<file path="src/rtl/core/tcr_pkg.sv">
`timescale 1ns / 1ps
package tcr_pkg;

  localparam int COORD_BITS       = 16;
  localparam int RADIUS_FRAC_BITS = 16;
  localparam int FIELD_W          = 16;
  localparam int RADIUS_W         = 48;

  // edge vectors, squared lengths, cross products, volume term, circumcentre numerator
  localparam int DW   = COORD_BITS + 1;
  localparam int XW   = 2 * DW;
  localparam int SQW  = XW + 1;
  localparam int AW   = DW + XW + 2;
  localparam int MW   = AW + 1;
  localparam int UW   = SQW + XW + 2;
  localparam int LO_W = (UW + 1) / 2;
  localparam int HI_W = UW - LO_W;
  localparam int SQU  = 2 * UW;
  localparam int NW   = SQU + 2;
  localparam int NW2  = NW + 2 * RADIUS_FRAC_BITS;
  localparam int RW   = NW2 / 2;
  localparam int CW   = RW + MW + RADIUS_W;

  localparam int QDEPTH       = 4;
  localparam int QPTR_W       = 2;
  localparam int FRONT_STAGES = 7;

  typedef struct packed {
    logic signed [FIELD_W-1:0] a_x;
    logic signed [FIELD_W-1:0] a_y;
    logic signed [FIELD_W-1:0] a_z;
    logic signed [FIELD_W-1:0] b_x;
    logic signed [FIELD_W-1:0] b_y;
    logic signed [FIELD_W-1:0] b_z;
    logic signed [FIELD_W-1:0] c_x;
    logic signed [FIELD_W-1:0] c_y;
    logic signed [FIELD_W-1:0] c_z;
    logic signed [FIELD_W-1:0] d_x;
    logic signed [FIELD_W-1:0] d_y;
    logic signed [FIELD_W-1:0] d_z;
  } tcr_in_t;

  typedef struct packed {
    logic [RADIUS_W-1:0] radius;
    logic                degenerate;
    logic                saturated;
  } tcr_out_t;

  // squared numerator, twice the volume term and the coplanar mark
  typedef struct packed {
    logic [NW-1:0] n;
    logic [MW-1:0] m;
    logic          deg;
  } tcr_job_t;

endpackage

</file>
<file path="src/rtl/core/tcr_queue.sv">
`timescale 1ns / 1ps
module tcr_queue (
  input  logic               clk_i,
  input  logic               rst_ni,
  input  logic               push_i,
  input  tcr_pkg::tcr_job_t  job_i,
  output logic               full_o,
  input  logic               pop_i,
  output logic               valid_o,
  output tcr_pkg::tcr_job_t  job_o
);
  import tcr_pkg::*;

  tcr_job_t          mem_q [QDEPTH];
  logic [QPTR_W-1:0] wr_q, rd_q;
  logic [QPTR_W:0]   cnt_q;

  assign full_o  = (cnt_q == (QPTR_W+1)'(QDEPTH));
  assign valid_o = (cnt_q != '0);
  assign job_o   = mem_q[rd_q];

  always_ff @(posedge clk_i or negedge rst_ni) begin
    if (!rst_ni) begin
      wr_q  <= '0;
      rd_q  <= '0;
      cnt_q <= '0;
    end else begin
      if (push_i) wr_q <= wr_q + 1'b1;
      if (pop_i) rd_q <= rd_q + 1'b1;
      if (push_i && !pop_i) begin
        cnt_q <= cnt_q + 1'b1;
      end else if (pop_i && !push_i) begin
        cnt_q <= cnt_q - 1'b1;
      end
    end
  end

  always_ff @(posedge clk_i) begin
    if (push_i) mem_q[wr_q] <= job_i;
  end

endmodule

</file>
<file path="config.mk">
export PLATFORM = sky130hd
export DESIGN_NAME = tcr_queue
export DESIGN_NICKNAME = d
export VERILOG_FILES = /design/src/rtl/core/tcr_pkg.sv /design/src/rtl/core/tcr_queue.sv
export SDC_FILE = /design/constraint.sdc
export NUM_CORES = 1
export LEC_CHECK = 0
export BUFFER_PORTS_ARGS = -buffer_cell sky130_fd_sc_hd__buf_2
export CAP_MARGIN = 10
export CELL_PAD_IN_SITES_DETAIL_PLACEMENT = 0
export CELL_PAD_IN_SITES_GLOBAL_PLACEMENT = 1
export CORE_UTILIZATION = 51
export DETAILED_ROUTE_END_ITERATION = 8
export PLACE_DENSITY = 0.76
export REMOVE_ABC_BUFFERS = 1
export SLEW_MARGIN = 25
export SYNTH_ARGS = -nofsm -noshare
export SYNTH_HDL_FRONTEND = slang
export SYNTH_SLANG_ARGS = --single-unit
</file>
<file path="constraint.sdc">
create_clock -name clk_i -period 6.8 [get_ports clk_i]
set_input_delay 1.36 -clock clk_i [delete_from_list [all_inputs] [get_ports clk_i]]
set_output_delay 1.36 -clock clk_i [all_outputs]
set_load 0.005 [all_outputs]
</file>
==> results.json, run 1 <==
{
  "max_slew_margin": 0.417,
  "die-area_mm2": 0.0585,
  "post_drt_wl_per_cell_um": 23.6,
  "num_vias": 12800,
  "first_global_vias": 13500,
  "use_met2": 0.312,
  "timing.critical_path.fanout_max": 52,
  "initialDrtViolationCount": 770,
  "gp_congestion": 0.762,
  "whs_ns": 0.493,
  "timing_worst_slew_pin_value_ns": 0.874,
  "grt_first_pass_wirelength_um": 83700,
  "netlist-cell-type-count": 20,
  "cap_viol_max_count": 0,
  "grt_max_degree": 95,
  "worst_setup_path_end_kind": "output pin",
  "rsz_0062_raised_after_global_routing": "no",
  "setup_viol_count_final": 0,
  "netlist_instances": 1074,
  "yosys_register_bits": 803,
  "crit_path_start_kind": "flip-flop",
  "cts_htree_levels": 3,
  "groute.layer.met1.usage": 0.251,
  "dpl_worst_slack_ns": 3.05,
  "groute.usage.overall": 0.193,
  "cts_root_buffer": "sky130_fd_sc_hd__clkbuf_16",
  "route.antenna.remaining_nets": 0,
  "postCtsResizedCells": 0,
  "worstHoldPathType": "reg2reg",
  "tritoncts": "built",
  "clk_path_buf_depth": 3,
  "setup_total_negative_slack_ns": 0,
  "num-fill-cells": 3913,
  "grt_busiest_layer": "met2",
  "post-route-period-util": 0.638,
  "period_needed_ns": 4.34,
  "clock_sinks": 803,
  "worst_r2r_startpoint": "wr_q[0]",
  "place.detailed.hpwl_um": 33000,
  "tritoncts.num_buffers": 79,
  "core_area_mm2": 0.0566,
  "detail_route.vias_per_cell": 5.45,
  "initial_core_util": 0.518,
  "clock.fmax_ghz": 0.231,
  "slew_viol_final": 0,
  "firstDrtPassIters": 4,
  "arrival_ns": 2.98,
  "setup.worst_path.start": "rd_q[1]",
  "ys_warn_count": 0,
  "met3_usage": 0.0563,
  "post_synth.cell_area_avg_um2": 27.3,
  "synth-seq-area-share": 0.821,
  "finalHoldViolCount": 0,
  "status": "complete, no violations",
  "top_level_ports": 404,
  "std_cell_rows": 87,
  "power.density_cell_area_mw_per_mm2": 430,
  "setup_slack_ns": 2.46,
  "clock_latency_at_the_later_pin_of_the_worst_skew_pair_ns": 0.60,
  "drt_wl_total_um": 55600,
  "flow.area_growth_from_synthesis_pct": 17.9,
  "holdBufCountCts": 0,
  "y_dimension_of_the_die_um": 242,
  "timing.setup.critical_path_class": "reg2out",
  "drive_gt1_frac": 0.464,
  "cts.reportedPaths.clkPinSlew_ns": 0.06,
  "floorplan.die.width_um": 242,
  "drc_errors": 0,
  "vdd_ir_drop_max_v": 0.000423,
  "synthesis.area_mm2": 0.0293,
  "total_leakage_power_nw": 11.7,
  "numPortBuffers": 403,
  "post_cts_repair_timing_setup_buffer_count": 0,
  "final.setup_skew_ns": 0.0181,
  "hold_startpoint": "cnt_q[2]",
  "worst_ep_required_time_ns": 5.44,
  "grt_antenna_before_repair": 13,
  "overflow": 0,
  "finish.net_count": 1738
}
Yosys cell counts:
library cell	count	area [um2]
sky130_fd_sc_hd__nand2_1	2	7.51
sky130_fd_sc_hd__ha_1	5	62.6
sky130_fd_sc_hd__inv_1	4	15.0
sky130_fd_sc_hd__buf_12	21	420
sky130_fd_sc_hd__o21ai_0	1	5.00
sky130_fd_sc_hd__nor2_1	1	3.75
sky130_fd_sc_hd__xor2_1	4	35.0
sky130_fd_sc_hd__fa_1	1	20.0
sky130_fd_sc_hd__dfrtp_1	7	175
sky130_fd_sc_hd__mux4_2	199	4480
sky130_fd_sc_hd__xnor2_1	2	17.5
sky130_fd_sc_hd__and2_1	4	25.0
sky130_fd_sc_hd__nor3b_1	1	7.51
sky130_fd_sc_hd__buf_4	1	7.51
sky130_fd_sc_hd__or3_1	1	6.26
sky130_fd_sc_hd__buf_6	1	11.3
sky130_fd_sc_hd__mux2_2	1	11.3
sky130_fd_sc_hd__edfxtp_1	796	23900
sky130_fd_sc_hd__buf_2	20	100
sky130_fd_sc_hd__clkbuf_1	2	7.51
path summary, 6_finish.rpt:
path | to | slack [ns] | cells after the start
setup reg to reg | mem_q[2][179] | 4.37 | 5
hold reg to reg | cnt_q[2] | 0.49 | 1
hold / removal | cnt_q[2] | 0.49 | 1
min in group asynchronous | wr_q[1] | 0.62 | 1
setup / recovery | job_o[23] | 2.46 | 3
max in group asynchronous | rd_q[0] | 5.92 | 1
critical path, stage by stage, from the launching register on:
cell	delay (ns)
sky130_fd_sc_hd__dfrtp_4	0.97
sky130_fd_sc_hd__buf_4	0.71
sky130_fd_sc_hd__mux4_2	0.44
sky130_fd_sc_hd__buf_2	0.17
layout by cell type (no fill, tap or decap):
cell,count
sky130_fd_sc_hd__clkinv_8,2
sky130_fd_sc_hd__nor2_1,1
sky130_fd_sc_hd__buf_4,5
sky130_fd_sc_hd__buf_16,1
sky130_fd_sc_hd__clkbuf_16,79
sky130_fd_sc_hd__nor3b_1,1
sky130_fd_sc_hd__clkinv_2,13
sky130_fd_sc_hd__and2_4,4
sky130_fd_sc_hd__xnor2_1,2
sky130_fd_sc_hd__clkinv_1,14
sky130_fd_sc_hd__clkbuf_8,4
sky130_fd_sc_hd__or3_1,1
sky130_fd_sc_hd__o21ai_0,1
sky130_fd_sc_hd__nand2_1,2
sky130_fd_sc_hd__ha_1,5
sky130_fd_sc_hd__buf_2,403
sky130_fd_sc_hd__diode_2,9
sky130_fd_sc_hd__buf_12,10
sky130_fd_sc_hd__mux4_2,199
sky130_fd_sc_hd__inv_1,4
sky130_fd_sc_hd__bufinv_16,8
sky130_fd_sc_hd__dfrtp_4,2
sky130_fd_sc_hd__mux2_2,1
sky130_fd_sc_hd__xor2_1,4
sky130_fd_sc_hd__clkbuf_1,16
sky130_fd_sc_hd__clkinvlp_4,4
sky130_fd_sc_hd__inv_6,3
sky130_fd_sc_hd__dfrtp_1,5
sky130_fd_sc_hd__edfxtp_1,796
sky130_fd_sc_hd__fa_1,1
kinds of logic after synthesis:
family	count (synthesis)	synth area share
AOI/OAI and AO/OA	1	0.000171
DFF	803	0.821
buffers and inverters	49	0.0192
xor gates and xnor gates	6	0.00179
adders and majority gates	6	0.00282
muxes	200	0.153
and+or+nand+nor	9	0.00171
registers in the layout, summed over array words and instances, names as in the netlist:
register,cells
mem_q,796
wr_q,2
cnt_q,3
rd_q,2
where the power goes:
group | total (mW) | internal, mW | switching, mW
Combinational | 3.86 | 1.89 | 1.97
Clock | 4.23 | 2.49 | 1.74
Sequential | 6.77 | 6.47 | 0.307
Total | 14.9 | 10.8 | 4.02
per-stage QoR:
step | utilization | cells | area, um2 | power (mW)
floorplan | - | 1029 | 28800 | 9.79
detailed placement | 0.565 | 2203 | 32000 | 10.9
finish | 0.611 | 2356 | 34600 | 14.9
global route | 0.611 | 2352 | 34600 | 15.5
global placement | 0.565 | 2202 | 32000 | 10.8
CTS | 0.610 | 2346 | 34500 | 15.1
per-layer routing:
layer  part of all wire  wire length, um  up-vias
met3              0.075             4180      108
met2               0.50            28000      380
li1                   -                -     5606
met4              0.026             1450       16
met1               0.39            21800     6721
met5             0.0018              101        -
cell type report:
class	instances	area (um2)	area share
diodes	9	22.5	0.000651
clock buffers	99	2090	0.0605
clock inverters	44	447	0.0129
inverters	4	15.0	0.000434
multi-input cells	222	4690	0.136
flip-flops and latches	803	24100	0.696
well taps	756	946	0.0274
repair buffers	419	2280	0.0660
Power figures use the tool's default switching activity.
==> run 2, diff against run 1 <==
--- a/config.mk
+++ b/config.mk
@@ -5,13 +5,14 @@
 export SDC_FILE = /design/constraint.sdc
 export NUM_CORES = 1
 export LEC_CHECK = 0
+export ABC_AREA = 1
 export BUFFER_PORTS_ARGS = -buffer_cell sky130_fd_sc_hd__buf_2
 export CAP_MARGIN = 10
 export CELL_PAD_IN_SITES_DETAIL_PLACEMENT = 0
 export CELL_PAD_IN_SITES_GLOBAL_PLACEMENT = 1
-export CORE_UTILIZATION = 51
+export CORE_UTILIZATION = 47
 export DETAILED_ROUTE_END_ITERATION = 8
-export PLACE_DENSITY = 0.76
+export PLACE_DENSITY = 0.75
 export REMOVE_ABC_BUFFERS = 1
 export SLEW_MARGIN = 25
 export SYNTH_ARGS = -nofsm -noshare
==> constraint.sdc (replaced) <==
create_clock -name clk_i -period 4.1 [get_ports clk_i]
set_input_delay 0.82 -clock clk_i [delete_from_list [all_inputs] [get_ports clk_i]]
set_output_delay 0.82 -clock clk_i [all_outputs]
set_load 0.005 [all_outputs]
==> run 2 against run 1 <==
  * Wire length increased by 23%
  * Register-to-register slack lost 2.4 ns
  * First-iteration DRC count grew 41%
  * Setup slack lost 1.7 ns
  * Synthesized cell count rose by 120%
  * Via count up 47%
  * Utilization is 5.2 points lower
  * Global-route usage increased by 0.56 points
  * Sequential share of layout area down 5.4 points
  * Sequential cell count is the same
  * Area after synthesis grew 8.6%
  * Non-clock buffer count grew 31
==> results.json, run 2 <==
{
  "slew_viol_final": 0,
  "number_of_placed_cells_counting_well_taps": 3560,
  "finish.net_count": 2981,
  "worst_setup_path_end_kind": "output pin",
  "synth_largest_type_area_fraction": 0.751,
  "overflow": 0,
  "clock_latency_at_the_later_pin_of_the_worst_skew_pair_ns": 0.63,
  "yosys_register_bits": 803,
  "clock_sinks": 803,
  "netlist-cell-type-count": 19,
  "synth-edff-count": 796,
  "grt_max_degree": 119,
  "groute.usage.overall": 0.199,
  "top_level_ports": 404,
  "final-instance-count-excl-fill": 3721,
  "arrival_ns": 2.55,
  "vdd_ir_drop_max_v": 0.000451,
  "max_slew_margin": 0.481,
  "worst_path_cell_with_the_longest_stage_delay": "sky130_fd_sc_hd__dfrtp_4",
  "worst_ep_required_time_ns": 3.28,
  "max_flop_register": "mem_q",
  "layout.cells.most_common_list": "sky130_fd_sc_hd__edfxtp_1, sky130_fd_sc_hd__nand2_1, sky130_fd_sc_hd__inv_1, sky130_fd_sc_hd__buf_2, sky130_fd_sc_hd__o211ai_1",
  "timing_worst_slew_pin_value_ns": 0.778,
  "setup_viol_count_final": 0,
  "worstPathBufferInverterCount": 3,
  "grt_first_pass_wirelength_um": 105000,
  "cell_chain_critical_path": "buf_12 -> buf_12 -> nand2_1 -> o211ai_1 -> nand2_1 -> buf_2",
  "std_cell_rows": 95,
  "yosys.cell_count.top_type": "sky130_fd_sc_hd__edfxtp_1",
  "first_global_vias": 18900,
  "setup_slack_ns": 0.734,
  "post_synth_top_flop": "sky130_fd_sc_hd__edfxtp_1",
  "initial_core_util": 0.475,
  "layout_top_registers": "mem_q: 796 flops, cnt_q: 3 flops",
  "floorplan.die.width_um": 262,
  "gp_congestion": 0.759,
  "tritoncts.num_buffers": 83,
  "max_stage_delay_ns": 0.77,
  "post_synth.cell_area_avg_um2": 13.4,
  "clk_path_buf_depth": 3,
  "tritoncts": "built",
  "drc_errors": 0,
  "route.antenna.remaining_nets": 0,
  "synth-seq-area-share": 0.756,
  "period_needed_ns": 3.37,
  "critical_path.top_delay_family": "buffers and inverters",
  "post-route-period-util": 0.821,
  "cap_viol_max_count": 0,
  "initialDrtViolationCount": 1088,
  "layout.cells.most_common": "sky130_fd_sc_hd__edfxtp_1",
  "place.detailed.hpwl_um": 40900,
  "synthesis.area_mm2": 0.0318,
  "dpl_worst_slack_ns": 1.34,
  "core_area_mm2": 0.0670,
  "clock.fmax_ghz": 0.297,
  "numPortBuffers": 403,
  "cts_htree_levels": 3,
  "grt_antenna_before_repair": 16,
  "synthTopCellsByCount": "sky130_fd_sc_hd__edfxtp_1, sky130_fd_sc_hd__nand2_1, sky130_fd_sc_hd__inv_1",
  "timing.critical_path.fanout_max": 61,
  "flow.area_growth_from_synthesis_pct": 17.8,
  "drt_wl_total_um": 68500,
  "rsz_0062_raised_after_global_routing": "no",
  "holdBufCountCts": 0,
  "y_dimension_of_the_die_um": 262,
  "total_leakage_power_nw": 15.0,
  "die-area_mm2": 0.0688,
  "crit_path_start_kind": "flip-flop",
  "drive_gt1_frac": 0.204,
  "power.density_cell_area_mw_per_mm2": 724,
  "final.setup_skew_ns": 0.0191,
  "largest_register_ff_count": 796,
  "detail_route.vias_per_cell": 5.07,
  "finalHoldViolCount": 0,
  "cts.reportedPaths.clkPinSlew_ns": 0.06,
  "worstHoldPathType": "in2async",
  "status": "complete, no violations",
  "ys_warn_count": 0,
  "timing.setup.critical_path_class": "reg2out",
  "post_drt_wl_per_cell_um": 18.4,
  "netlist_instances": 2371,
  "postCtsResizedCells": 0,
  "synth_area_leaders": "sky130_fd_sc_hd__edfxtp_1, sky130_fd_sc_hd__o211ai_1, sky130_fd_sc_hd__nand2_1, sky130_fd_sc_hd__inv_1, sky130_fd_sc_hd__buf_2",
  "num_vias": 18800,
  "fin_util": 0.559,
  "cts_root_buffer": "sky130_fd_sc_hd__clkbuf_16",
  "post_cts_repair_timing_setup_buffer_count": 0,
  "firstDrtPassIters": 5,
  "ys_async_sr_fraction": 0.00872,
  "synth_area_leader_cell": "sky130_fd_sc_hd__edfxtp_1"
}
==> run 2: report_power, final <==
group	internal, mW	switching (mW)	leakage [nW]
registers	10.7	0.431	7.39
logic	3.03	5.61	6.25
clock network	4.30	3.04	1.32
==> run 2: final timing paths <==
kind	start	end	slack (ns)	cells past startpoint
worst min register to register	cnt_q[2]	cnt_q[2]	0.50	2
max in group asynchronous	rst_ni	rd_q[0]	3.84	1
worst min-delay path	rst_ni	cnt_q[1]	0.05	1
worst max-delay path	rd_q[0]	job_o[148]	0.73	6
worst max register to register	wr_q[0]	mem_q[2][36]	1.96	5
min in group clk_i	job_i[174]	mem_q[3][174]	0.40	1
==> run 2: kinds of logic after synthesis <==
group                    Yosys count  synth area share
flip-flops                       803             0.756
XOR/XNOR                           4           0.00110
adder cells (fa/ha/maj)            6           0.00259
buffers and inverters            544            0.0733
AND/OR/NAND/NOR                  615            0.0727
AO/OA/AOI/OAI                    399            0.0940
==> run 2: area by class of cell <==
cell class	count	area, um2
fill	5365	29500
sequential	803	24100
multi-input combinational	1024	5420
timing repair buffer	450	2610
clock buffer	99	2210
inverter	410	1570
tap	873	1090
clock inverter	56	483
antenna	6	15.0
==> run 2: per-stage QoR <==
stage / setup TNS, ns / hold slack, ns / instance area, um2 / power (mW)
after CTS: 0 / 0.0161 / 37500 / 27.5
after global placement: 0 / 0.453 / 34800 / 19.9
final: 0 / 0.0491 / 37500 / 27.1
after detailed placement: 0 / 0.467 / 34800 / 20.2
after global routing: 0 / 0.0334 / 37500 / 28.7
after floorplan: -2863.29 / 0.442 / 31000 / 15.4
==> run 2: worst register-to-register path, stage by stage (launching register included) <==
cell	delay, ns
sky130_fd_sc_hd__dfrtp_1	0.42
sky130_fd_sc_hd__inv_1	0.10
sky130_fd_sc_hd__ha_1	0.14
sky130_fd_sc_hd__nand2_1	0.12
sky130_fd_sc_hd__inv_8	0.56
sky130_fd_sc_hd__buf_12	0.45
==> run 2: layer usage <==
layer,share of wire,routed length (um),track usage,vias to the layer above
met5,0.0016,113,0,-
met2,0.51,34900,0.353,411
li1,-,-,-,9097
met4,0.019,1310,0.0617,18
met1,0.42,28500,0.241,9216
met3,0.054,3700,0.0435,106
==> run 3, diff against run 2 <==
==> constraint.sdc (replaced) <==
create_clock -name clk_i -period 3.45 [get_ports clk_i]
set_input_delay 0.69 -clock clk_i [delete_from_list [all_inputs] [get_ports clk_i]]
set_output_delay 0.69 -clock clk_i [all_outputs]
set_load 0.005 [all_outputs]
==> run 3 against run 2 <==
  * Total power is 17% higher
  * Critical path depth fell by 1
  * Sequential power is 18% higher
  * Utilization shrank 0.11 points
  * First-iteration DRC count increased by 23%
  * Critical endpoint is now job_o[115]
  * Largest cell class unchanged
  * Final cell count is essentially flat
==> results.json, run 3 (synthesis results as in run 2) <==
{
  "clock_latency_at_the_later_pin_of_the_worst_skew_pair_ns": 0.61,
  "grt_max_degree": 99,
  "setup_total_negative_slack_ns": 0,
  "switching_share": 0.335,
  "detail_route.vias_per_cell": 5.08,
  "largest_register_ff_count": 796,
  "seqCellArea_mm2": 0.0241,
  "power.density_cell_area_mw_per_mm2": 850,
  "layout.cells.most_common_list": "sky130_fd_sc_hd__edfxtp_1, sky130_fd_sc_hd__nand2_1, sky130_fd_sc_hd__inv_1, sky130_fd_sc_hd__buf_2, sky130_fd_sc_hd__o211ai_1",
  "vdd_ir_drop_max_v": 0.000631,
  "layout.cells.most_common": "sky130_fd_sc_hd__edfxtp_1",
  "setup_viol_count_final": 0,
  "max_slew_margin": 0.518,
  "num-fill-cells": 5433,
  "drt_wl_total_um": 68500,
  "top_level_ports": 404,
  "firstDrtPassIters": 6,
  "holdBufCountCts": 1,
  "switchingPower_mw": 10.7,
  "worstPathBufferInverterCount": 3,
  "total_leakage_power_nw": 14.9,
  "layout_top_registers": "mem_q: 796 flops, cnt_q: 3 flops",
  "worstRegToRegCells": 5,
  "slew_viol_final": 0,
  "post_cts_repair_timing_setup_buffer_count": 0,
  "initialDrtViolationCount": 1333,
  "period_needed_ns": 3.14,
  "finalHoldViolCount": 0,
  "cts.reportedPaths.clkPinSlew_ns": 0.06,
  "numPortBuffers": 403,
  "critical_path.reg2reg.endpoint": "mem_q[2][91]",
  "clock_sinks": 803,
  "std_cell_rows": 95,
  "arrival_ns": 2.45,
  "initial_core_util": 0.475,
  "cts_root_buffer": "sky130_fd_sc_hd__clkbuf_16",
  "comb_power_share": 0.332,
  "cts_htree_levels": 3,
  "final-instance-count-excl-fill": 3720,
  "setup.worst_path.start": "rd_q[1]",
  "share_seq_of_total_power": 0.414,
  "place.detailed.hpwl_um": 42100,
  "timing_worst_slew_pin_value_ns": 0.723,
  "path_depth": 5,
  "path_common_cell": "sky130_fd_sc_hd__buf_4",
  "final.setup_skew_ns": 0.0155,
  "crit_path_start_kind": "flip-flop",
  "route.antenna.remaining_nets": 0,
  "max_stage_delay_ns": 0.50,
  "timing.critical_path.fanout_max": 37,
  "postLayoutCellArea_mm2": 0.0374,
  "y_dimension_of_the_die_um": 262,
  "worstSetupEndpoint": "job_o[115]",
  "gp_congestion": 0.810,
  "post_drt_wl_per_cell_um": 18.4,
  "number_of_placed_cells_counting_well_taps": 3572,
  "rsz_0062_raised_after_global_routing": "no",
  "clock_power_share": 0.254,
  "clk_path_buf_depth": 3,
  "first_global_vias": 18700,
  "critical_path.top_delay_family": "buffers and inverters",
  "overflow": 0,
  "worstHoldPathType": "in2reg",
  "worst_r2r_startpoint": "wr_q[0]",
  "grt_first_pass_wirelength_um": 105000,
  "tritoncts": "built",
  "post-route-period-util": 0.911,
  "finish.net_count": 2992,
  "intPower_mw": 21.2,
  "num_vias": 18900,
  "max_flop_register": "mem_q",
  "groute.usage.overall": 0.199,
  "core_area_mm2": 0.0670,
  "grt_antenna_before_repair": 16,
  "status": "complete, no violations",
  "cell_chain_critical_path": "buf_4 -> buf_4 -> o211ai_1 -> nand2_1 -> buf_2",
  "floorplan.die.width_um": 262,
  "drc_errors": 0,
  "worst_path_cell_with_the_longest_stage_delay": "sky130_fd_sc_hd__buf_4",
  "postCtsResizedCells": 0,
  "post_dp_cell_area_mm2": 0.0350,
  "cap_viol_max_count": 0,
  "multi_input_area_mm2": 0.00542,
  "drive_gt1_frac": 0.202,
  "flow.area_growth_from_synthesis_pct": 17.5,
  "reg2reg_setup_slack_ns": 1.32,
  "clock.fmax_ghz": 0.318,
  "timing.setup.critical_path_class": "reg2out",
  "worst_setup_path_end_kind": "output pin",
  "worst_ep_required_time_ns": 2.76,
  "die-area_mm2": 0.0688,
  "tritoncts.num_buffers": 81
}
[run 3: worst min-delay path by stage]
stage / startpoint / to / cells past startpoint
after floorplan: rst_ni / cnt_q[0] / 0
after global placement: cnt_q[2] / cnt_q[2] / 2
after detailed placement: cnt_q[2] / cnt_q[2] / 2
after CTS: job_i[36] / mem_q[1][36] / 1
after global routing: job_i[35] / mem_q[2][35] / 1
final: job_i[136] / mem_q[0][136] / 1
[run 3: power by group through the flow]
stage	Sequential (mW)	Clock [mW]	Combinational [mW]
final	13.2	8.09	10.6
after global routing	13.3	8.62	11.7
after CTS	13.2	8.28	10.8
after detailed placement	13.4	0	10.8
after global placement	13.3	0	10.6
after floorplan	14.1	0	4.04
[run 3: worst reg2reg max path: cells and delay by family, from the launching register on]
family	cells	cell delay [ns]
fa+ha+maj	1	0.14
buf+inv	3	1.12
flops	1	0.42
simple gates	1	0.12
[run 3: layout make-up]
type                    instances  area share
flip-flops and latches        803       0.644
multi-input cells            1024       0.145
repair buffers                463      0.0757
clock buffers                 107      0.0568
inverters                     410      0.0421
well taps                     873      0.0292
clock inverters                33     0.00716
diodes                          7    0.000468
[run 3: metrics by stage]
stage	hold slack (ns)	worst slack (ns)	total power, mW	util
3_5_place_dp	0.459	0.953	24.1	0.522
5_1_grt	0.261	0.138	33.6	0.558
3_3_place_gp	0.455	0.946	23.9	0.522
6_report	0.289	0.307	31.8	0.558
4_1_cts	0.242	0.281	32.3	0.558
2_1_floorplan	0.394	-10.30	18.1	-
[run 3: per-layer routing]
layer,GRT usage,wire length [um],vias to the layer above
li1,-,-,9109
met4,0.0679,1550,18
met3,0.0454,4230,122
met1,0.254,28600,9162
met5,0,119,-
met2,0.335,33900,472
